File: config.mk
export PLATFORM = sky130hd
export DESIGN_NAME = fall_alarm_mode_controller
export DESIGN_NICKNAME = d
export VERILOG_FILES = /design/src/design/fam_pkg.sv /design/src/design/fall_alarm_mode_controller.sv
export SDC_FILE = /design/constraint.sdc
export NUM_CORES = 1
export LEC_CHECK = 0
export BUFFER_PORTS_ARGS = -buffer_cell sky130_fd_sc_hd__buf_2
export CAP_MARGIN = 5
export CORE_ASPECT_RATIO = 0.7
export CORE_MARGIN = 5
export CORE_UTILIZATION = 50
export DETAILED_ROUTE_END_ITERATION = 16
export PLACE_DENSITY_LB_ADDON = 0.15
export RECOVER_POWER = 50
export REMOVE_ABC_BUFFERS = 1
export SYNTH_ARGS = -nofsm -noshare
export SYNTH_HDL_FRONTEND = slang
export SYNTH_SLANG_ARGS = --single-unit
File: constraint.sdc
create_clock -name clk -period 14.8 [get_ports clk]
set_clock_uncertainty 0.15 [all_clocks]
set_input_delay 2.96 -clock clk [delete_from_list [all_inputs] [get_ports clk]]
set_output_delay 2.96 -clock clk [all_outputs]
set_load 0.01 [all_outputs]
File: src/design/fam_pkg.sv
// ----------------------------------------------------------------------------
// fam_pkg
// Shared types and codes for the fall alarm mode controller: transaction
// payloads, alarm modes, classification, indicator and buzzer codes.
// ----------------------------------------------------------------------------
package fam_pkg;

    localparam int CLASS_W = 3;
    localparam int TIME_W  = 32;
    localparam int CODE_W  = 3;
    localparam int COUNT_W = 8;
    localparam int DELAY_W = 16;
    localparam int CFG_IDX_W  = 2;
    localparam int CFG_DATA_W = 16;

    // Register reset values
    localparam logic [COUNT_W-1:0] ALARM_CONFIRM_RESET   = 8'd3;
    localparam logic [COUNT_W-1:0] RECOVER_CONFIRM_RESET = 8'd5;
    localparam logic [DELAY_W-1:0] FALL_DELAY_RESET      = 16'd4000;

    // Configuration register indexes
    localparam logic [CFG_IDX_W-1:0] CFG_ALARM_CONFIRM   = 2'd0;
    localparam logic [CFG_IDX_W-1:0] CFG_RECOVER_CONFIRM = 2'd1;
    localparam logic [CFG_IDX_W-1:0] CFG_FALL_DELAY      = 2'd2;

    // Motion classes
    localparam logic [CLASS_W-1:0] CLS_WALK  = 3'd2;
    localparam logic [CLASS_W-1:0] CLS_DIZZY = 3'd3;
    localparam logic [CLASS_W-1:0] CLS_FALL  = 3'd4;

    // Indicator codes (standing/sitting/walking equal the class code)
    localparam logic [CODE_W-1:0] IND_STANDING   = 3'd0;
    localparam logic [CODE_W-1:0] IND_DIZZY      = 3'd3;
    localparam logic [CODE_W-1:0] IND_ALARMED    = 3'd4;
    localparam logic [CODE_W-1:0] IND_RECOVERING = 3'd5;

    // Buzzer codes
    localparam logic [CODE_W-1:0] BUZ_SILENT    = 3'd0;
    localparam logic [CODE_W-1:0] BUZ_WARNING   = 3'd1;
    localparam logic [CODE_W-1:0] BUZ_SIREN     = 3'd2;
    localparam logic [CODE_W-1:0] BUZ_CONFIRMED = 3'd3;
    localparam logic [CODE_W-1:0] BUZ_RECOVERY  = 3'd4;

    typedef enum logic [CODE_W-1:0] {
        MODE_NORMAL     = 3'd0,
        MODE_DIZZY      = 3'd1,
        MODE_FALLEN     = 3'd2,
        MODE_ALARMED    = 3'd3,
        MODE_RECOVERING = 3'd4
    } mode_t;

    typedef struct packed {
        logic [CLASS_W-1:0] class_code;
        logic [TIME_W-1:0]  now_ms;
    } fam_in_t;

    typedef struct packed {
        logic [CODE_W-1:0] mode;
        logic [CODE_W-1:0] indicator_code;
        logic [CODE_W-1:0] buzzer_code;
        logic              send_alert;
        logic              send_resolved;
    } fam_out_t;

endpackage

File: src/design/fall_alarm_mode_controller.sv
// ----------------------------------------------------------------------------
// fall_alarm_mode_controller
// Five-mode fall alarm machine stepped once per motion classification.
// ----------------------------------------------------------------------------
// Each input transaction carries one motion class and a millisecond timestamp
// and yields exactly one result transaction: the mode after the item, the
// held indicator and buzzer codes, and one-shot send_alert / send_resolved
// pulses. The block is a two-register pipeline (input register, then the
// mode update feeding the result register) and accepts one transaction per
// clock cycle as long as the result register is drained; an accepted input
// waits in the input register until the result register is empty or being
// emptied, and its result is then loaded into the result register.
// The whole mode step, including the wrapping 32-bit elapsed-time compare
// and the saturating confirmation counter, is combinational between the
// two registers. Configuration registers are written through the cfg port,
// which is always ready; write them only while no transaction is in flight.
// ----------------------------------------------------------------------------
module fall_alarm_mode_controller
    import fam_pkg::*;
(
    input  logic                  clk,
    input  logic                  rst_n,
    // input transactions
    input  logic                  in_valid,
    output logic                  in_ready,
    input  fam_in_t               in_data,
    // result transactions
    output logic                  out_valid,
    input  logic                  out_ready,
    output fam_out_t              out_data,
    // configuration writes
    input  logic                  cfg_valid,
    output logic                  cfg_ready,
    input  logic [CFG_IDX_W-1:0]  cfg_index,
    input  logic [CFG_DATA_W-1:0] cfg_data
);

    // ------------------------------------------------------------------
    // Configuration registers
    // ------------------------------------------------------------------
    logic [COUNT_W-1:0] alarm_confirm_reg;
    logic [COUNT_W-1:0] recover_confirm_reg;
    logic [DELAY_W-1:0] fall_delay_reg;

    assign cfg_ready = 1'b1;

    always_ff @(posedge clk or negedge rst_n)
    begin
        if (!rst_n)
        begin
            alarm_confirm_reg   <= ALARM_CONFIRM_RESET;
            recover_confirm_reg <= RECOVER_CONFIRM_RESET;
            fall_delay_reg      <= FALL_DELAY_RESET;
        end
        else if (cfg_valid)
        begin
            // Writes to indexes beyond the register list are dropped.
            case (cfg_index)
                CFG_ALARM_CONFIRM:   alarm_confirm_reg   <= cfg_data[COUNT_W-1:0];
                CFG_RECOVER_CONFIRM: recover_confirm_reg <= cfg_data[COUNT_W-1:0];
                CFG_FALL_DELAY:      fall_delay_reg      <= cfg_data[DELAY_W-1:0];
                default:             ;
            endcase
        end
    end

    // ------------------------------------------------------------------
    // Pipeline control
    // Stage 1 holds the accepted transaction; stage 2 is the result
    // register. A stage advances whenever the stage after it is empty or
    // is being emptied this cycle.
    // ------------------------------------------------------------------
    logic    s1_valid_reg;
    fam_in_t s1_data_reg;
    logic    out_valid_reg;
    fam_out_t out_data_reg;

    logic s1_advance;

    assign s1_advance = s1_valid_reg && (!out_valid_reg || out_ready);
    assign in_ready   = !s1_valid_reg || s1_advance;
    assign out_valid  = out_valid_reg;
    assign out_data   = out_data_reg;

    // ------------------------------------------------------------------
    // Mode state
    // ------------------------------------------------------------------
    mode_t              mode_reg,      mode_next;
    logic [COUNT_W-1:0] cnt_reg,       cnt_next;
    logic [TIME_W-1:0]  fall_time_reg, fall_time_next;
    logic [CODE_W-1:0]  ind_reg,       ind_next;
    logic [CODE_W-1:0]  buz_reg,       buz_next;
    logic               alert_next;
    logic               resolved_next;

    logic [CLASS_W-1:0] cls;
    logic [TIME_W-1:0]  now;
    logic [TIME_W-1:0]  elapsed;
    logic               delay_met;
    logic               is_normal_motion;
    logic               is_recovery_sign;
    logic [COUNT_W-1:0] cnt_bump;

    assign cls = s1_data_reg.class_code;
    assign now = s1_data_reg.now_ms;

    // Wrapping elapsed time since the first fall reading.
    assign elapsed   = now - fall_time_reg;
    assign delay_met = elapsed >= {{(TIME_W-DELAY_W){1'b0}}, fall_delay_reg};

    assign is_normal_motion = cls <= CLS_WALK;
    assign is_recovery_sign = cls <= CLS_DIZZY;

    // Saturating confirmation counter increment.
    assign cnt_bump = (cnt_reg == {COUNT_W{1'b1}}) ? cnt_reg : cnt_reg + 1'b1;

    always_comb
    begin
        mode_next      = mode_reg;
        cnt_next       = cnt_reg;
        fall_time_next = fall_time_reg;
        ind_next       = ind_reg;
        buz_next       = buz_reg;
        alert_next     = 1'b0;
        resolved_next  = 1'b0;

        case (mode_reg)
            MODE_DIZZY:
            begin
                if (cls == CLS_FALL)
                begin
                    mode_next      = MODE_FALLEN;
                    ind_next       = IND_ALARMED;
                    buz_next       = BUZ_SIREN;
                    fall_time_next = now;
                    cnt_next       = '0;
                end
                else if (is_normal_motion)
                begin
                    mode_next = MODE_NORMAL;
                    ind_next  = cls;
                    buz_next  = BUZ_SILENT;
                end
            end

            MODE_FALLEN:
            begin
                // Escalate on any later item once the delay has run out.
                if (delay_met)
                begin
                    mode_next  = MODE_ALARMED;
                    ind_next   = IND_ALARMED;
                    buz_next   = BUZ_CONFIRMED;
                    cnt_next   = '0;
                    alert_next = 1'b1;
                end
            end

            MODE_ALARMED:
            begin
                if (is_recovery_sign)
                begin
                    if (cnt_bump >= alarm_confirm_reg)
                    begin
                        mode_next = MODE_RECOVERING;
                        ind_next  = IND_RECOVERING;
                        buz_next  = BUZ_RECOVERY;
                        cnt_next  = '0;
                    end
                    else
                    begin
                        cnt_next = cnt_bump;
                    end
                end
                else
                begin
                    cnt_next = '0;
                end
            end

            MODE_RECOVERING:
            begin
                if (is_normal_motion)
                begin
                    if (cnt_bump >= recover_confirm_reg)
                    begin
                        mode_next     = MODE_NORMAL;
                        cnt_next      = '0;
                        ind_next      = cls;
                        buz_next      = BUZ_SILENT;
                        resolved_next = 1'b1;
                    end
                    else
                    begin
                        cnt_next = cnt_bump;
                    end
                end
                else if (cls == CLS_FALL)
                begin
                    // Fall during recovery re-alarms at once.
                    mode_next  = MODE_ALARMED;
                    ind_next   = IND_ALARMED;
                    buz_next   = BUZ_CONFIRMED;
                    cnt_next   = '0;
                    alert_next = 1'b1;
                end
                else
                begin
                    cnt_next = '0;
                end
            end

            default:
            begin
                // Normal mode: track stand/sit/walk on the indicator.
                if (is_normal_motion)
                begin
                    ind_next = cls;
                end
                if (cls == CLS_FALL)
                begin
                    mode_next      = MODE_FALLEN;
                    ind_next       = IND_ALARMED;
                    buz_next       = BUZ_SIREN;
                    fall_time_next = now;
                    cnt_next       = '0;
                end
                else if (cls == CLS_DIZZY)
                begin
                    mode_next = MODE_DIZZY;
                    ind_next  = IND_DIZZY;
                    buz_next  = BUZ_WARNING;
                end
                else
                begin
                    mode_next = MODE_NORMAL;
                end
            end
        endcase
    end

    // ------------------------------------------------------------------
    // Control registers
    // ------------------------------------------------------------------
    always_ff @(posedge clk or negedge rst_n)
    begin
        if (!rst_n)
        begin
            s1_valid_reg  <= 1'b0;
            out_valid_reg <= 1'b0;
            mode_reg      <= MODE_NORMAL;
            cnt_reg       <= '0;
            fall_time_reg <= '0;
            ind_reg       <= IND_STANDING;
            buz_reg       <= BUZ_SILENT;
        end
        else
        begin
            if (in_ready)
            begin
                s1_valid_reg <= in_valid;
            end
            if (s1_advance)
            begin
                out_valid_reg <= 1'b1;
                mode_reg      <= mode_next;
                cnt_reg       <= cnt_next;
                fall_time_reg <= fall_time_next;
                ind_reg       <= ind_next;
                buz_reg       <= buz_next;
            end
            else if (out_ready)
            begin
                out_valid_reg <= 1'b0;
            end
        end
    end

    // ------------------------------------------------------------------
    // Payload registers (no reset)
    // ------------------------------------------------------------------
    always_ff @(posedge clk)
    begin
        if (in_valid && in_ready)
        begin
            s1_data_reg <= in_data;
        end
        if (s1_advance)
        begin
            out_data_reg.mode           <= mode_next;
            out_data_reg.indicator_code <= ind_next;
            out_data_reg.buzzer_code    <= buz_next;
            out_data_reg.send_alert     <= alert_next;
            out_data_reg.send_resolved  <= resolved_next;
        end
    end

    // ------------------------------------------------------------------
    // Assertions
    // ------------------------------------------------------------------
    a_alert_in_alarmed: assert property (@(posedge clk) disable iff (!rst_n)
        out_valid && out_data.send_alert |-> out_data.mode == MODE_ALARMED)
        else $error("alert pulse without entering alarmed mode");

    a_resolved_in_normal: assert property (@(posedge clk) disable iff (!rst_n)
        out_valid && out_data.send_resolved |->
            out_data.mode == MODE_NORMAL && out_data.buzzer_code == BUZ_SILENT)
        else $error("resolved pulse without returning to normal mode");

    a_pulses_exclusive: assert property (@(posedge clk) disable iff (!rst_n)
        out_valid |-> !(out_data.send_alert && out_data.send_resolved))
        else $error("alert and resolved pulses in one transaction");

    a_count_idle: assert property (@(posedge clk) disable iff (!rst_n)
        mode_reg == MODE_NORMAL || mode_reg == MODE_DIZZY || mode_reg == MODE_FALLEN
            |-> cnt_reg == '0)
        else $error("confirmation counter running outside alarm/recovery");

    a_fallen_siren: assert property (@(posedge clk) disable iff (!rst_n)
        mode_reg == MODE_FALLEN |-> buz_reg == BUZ_SIREN && ind_reg == IND_ALARMED)
        else $error("fallen mode without siren and alarm indicator");

endmodule

==> impl_metrics.json <==
{
  "min_period_over_period_pct": 45.34,
  "yosysSeqAreaShare_pct": 42.18,
  "worst_pin_slew_ns": 3.282,
  "path_cells": "clkbuf_1 -> clkbuf_1",
  "path_common_cell": "clkbuf_1",
  "synth_warnings": 0,
  "worstPathRequired_ns": 14.44,
  "slew_headroom_pct": -118.8,
  "ant_nets": 0,
  "layout_common_cells": "nand2_1, inv_1, o21ai_0",
  "grt_overflow": 0,
  "final_nets": 1062,
  "slowest_delay_ns": 2.37,
  "clk_root_buffer_cell": "clkbuf_16",
  "combPwrFrac_pct": 46.2,
  "whs_ns": 0.3352,
  "first_global_vias": 6295,
  "p_per_area_mw_per_mm2": 195.5,
  "core_area_mm2": 0.01625,
  "min_from": "now[8]$_DFFE_PP_",
  "hold_viol": 0,
  "post_cts_resized": 0,
  "power.leakage_nw": 4.084,
  "period_needed_ns": 6.711,
  "cts.clk_slew.worst_paths_ns": 0.05,
  "routedWlPerCell_um": 15.91,
  "row_count": 39,
  "cts_max_level": 4,
  "antennaDiodeCount": 0,
  "path_class": "in -> async",
  "pwr-share-clk_pct": 25.4,
  "cts_buffers": 17,
  "syn_area_mm2": 0.008228,
  "layout_commonest_cell": "nand2_1",
  "synth_cell_types": 75,
  "gp_congestion": 0.9141,
  "synth_top_flop_cell": "dfrtp_1",
  "vias": 6594,
  "drt-total-wl_um": 18730,
  "synth_seq_cells": 129,
  "grt_pass1_wl_um": 31940,
  "worst_ir_drop_vdd_uv": 96.20,
  "crit_family": "buffers and inverters",
  "post_cts_buffers": 0,
  "io_buffer_count": 70,
  "crit_fanout": 60,
  "cp_num_buf_inv": 2,
  "final_layout_size_suffix_gt1_share_pct": 16.60,
  "clock_path_buffers": 2,
  "vias_per_cell": 5.602,
  "insertion_delay_ns": 0.43,
  "grt_max_degree": 63,
  "final_max_slew_viol_count": 61,
  "clock_sinks": 129,
  "finalSetupViolCount": 0,
  "cp.arrival_ns": 6.36,
  "grt_antenna_before_repair": 0,
  "drc_errors": 0,
  "switching_power_mw": 0.7040,
  "synth_edf_count": 46,
  "dieArea_mm2": 0.01916,
  "syn2layout_area_growth_pct": 13.32,
  "dp_hpwl_um": 13380,
  "first_iter_violations": 750,
  "slowest_stage": "clkbuf_1",
  "holdCritPathClass": "reg -> reg",
  "dr.pass1.iters": 5,
  "tns_ns": 0,
  "dpl_cell_area_mm2": 0.008691,
  "synth.avg_cell_area_um2": 9.329,
  "initial_core_util_pct": 50.64,
  "status": "finished, violations left",
  "maxCapViolCount": 1,
  "synthArstFlopShare_pct": 64.34,
  "die_y_um": 117.3,
  "violations": "capacitance limit, slew limit",
  "worst_setup_path_end_kind": "async pin",
  "start_kind": "primary input",
  "holdBufCountCts": 0,
  "finalInstanceArea_mm2": 0.009324,
  "rsz0062_at_grt": "no",
  "crit_start": "rst_n",
  "p_int_mw": 1.119,
  "fillers": 1442,
  "rr_startpoint": "fall_time_reg[1]$_DFFE_PN0P_",
  "fmax_ghz": 0.1490,
  "cts_tree": "yes",
  "fin_ws_ns": 8.089,
  "seq_power_share_pct": 28.3,
  "place_ws_ns": 8.303,
  "switching_share_pct": 38.62,
  "top_level_ports": 72,
  "die_x_um": 163.3,
  "grt_usage_pct": 20.41,
  "synthCells": 882
}
cells in the mapped netlist, drive strengths merged (4+ instances only):
library cell,n,area [um^2]
a2111oi,5,43.79
o21a,10,83.83
nand3b,4,30.03
nor2,49,183.9
nand2b,15,93.84
inv,83,311.6
nand2,101,384.1
mux2i,6,60.06
nor3,19,95.09
clkbuf,25,103.9
o211ai,4,30.03
edfxtp,46,1381
buf,10,92.58
a21oi,62,332.8
or4,4,30.03
nand4,15,93.84
xnor2,17,148.9
nor4,6,43.79
o211a,4,40.04
ha,64,800.8
a221oi,4,35.03
or2,7,43.80
o22ai,5,31.28
xor2,4,35.03
nand3,22,110.1
and2,8,50.05
a21o,16,120.1
a31oi,6,37.54
dfrtp,73,1827
o31ai,5,37.54
a211o,4,35.03
o21ai,84,420.4
mux2,30,341.6
and3,4,25.02
or3,10,62.56
dfstp,10,262.8
logic make-up after synthesis:
logic type	synth area share, %
buffers and inverters	6.174
AO/OA/AOI/OAI	18.42
other	0.04558
flip-flops	42.18
adder cells (fa/ha/maj)	9.976
multiplexers	4.881
XOR/XNOR	2.235
AND/OR/NAND/NOR	16.09
final timing paths:
kind / depth (start not counted) / slack (ns) / end
min: 2 / 0.34 / fall_time_reg[8]$_DFFE_PN0P_
min in group asynchronous: 1 / 2.67 / fall_time_reg[6]$_DFFE_PN0P_
max reg2reg: 18 / 9.12 / out_data[3]$_DFFE_PP_
min reg2reg: 2 / 0.34 / fall_time_reg[8]$_DFFE_PN0P_
max: 2 / 8.09 / fall_time_reg[26]$_DFFE_PN0P_
max in group clk: 3 / 8.29 / in_ready
per-layer routing:
metal	up-vias	GRT usage, %	wire length (um)
met3	16	5.119	1112
met2	212	28.08	7618
met1	3084	32.03	9828
met4	0	4.715	172
li1	3282	-	-
met5	-	0	0
power by group through the flow:
stage / clock, mW / sequential [mW] / combinational [mW]
after floorplan: 0 / 0.512 / 0.640
after global routing: 0.489 / 0.527 / 0.963
after CTS: 0.471 / 0.515 / 0.837
after global placement: 0 / 0.518 / 0.820
final: 0.464 / 0.516 / 0.843
after detailed placement: 0 / 0.520 / 0.828
final cells by class:
type                    instances  area [um^2]  area share, %
multi-input cells             635         4252          45.60
flip-flops and latches        129         3471          37.22
clock buffers                  23        467.9          5.019
repair buffers                 73        361.6          3.878
inverters                      83        311.5          3.341
well taps                     225        281.5          3.019
clock inverters                 9        178.9          1.919
stage by stage:
stage / instances / total power, mW / utilization [%]
2_1_floorplan: 847 / 1.152 / -
3_3_place_gp: 1145 / 1.338 / 53.48
3_5_place_dp: 1145 / 1.348 / 53.48
4_1_cts: 1177 / 1.823 / 57.47
5_1_grt: 1177 / 1.978 / 57.38
6_report: 1177 / 1.823 / 57.38
Note: power is estimated with default switching activity, not from simulation.
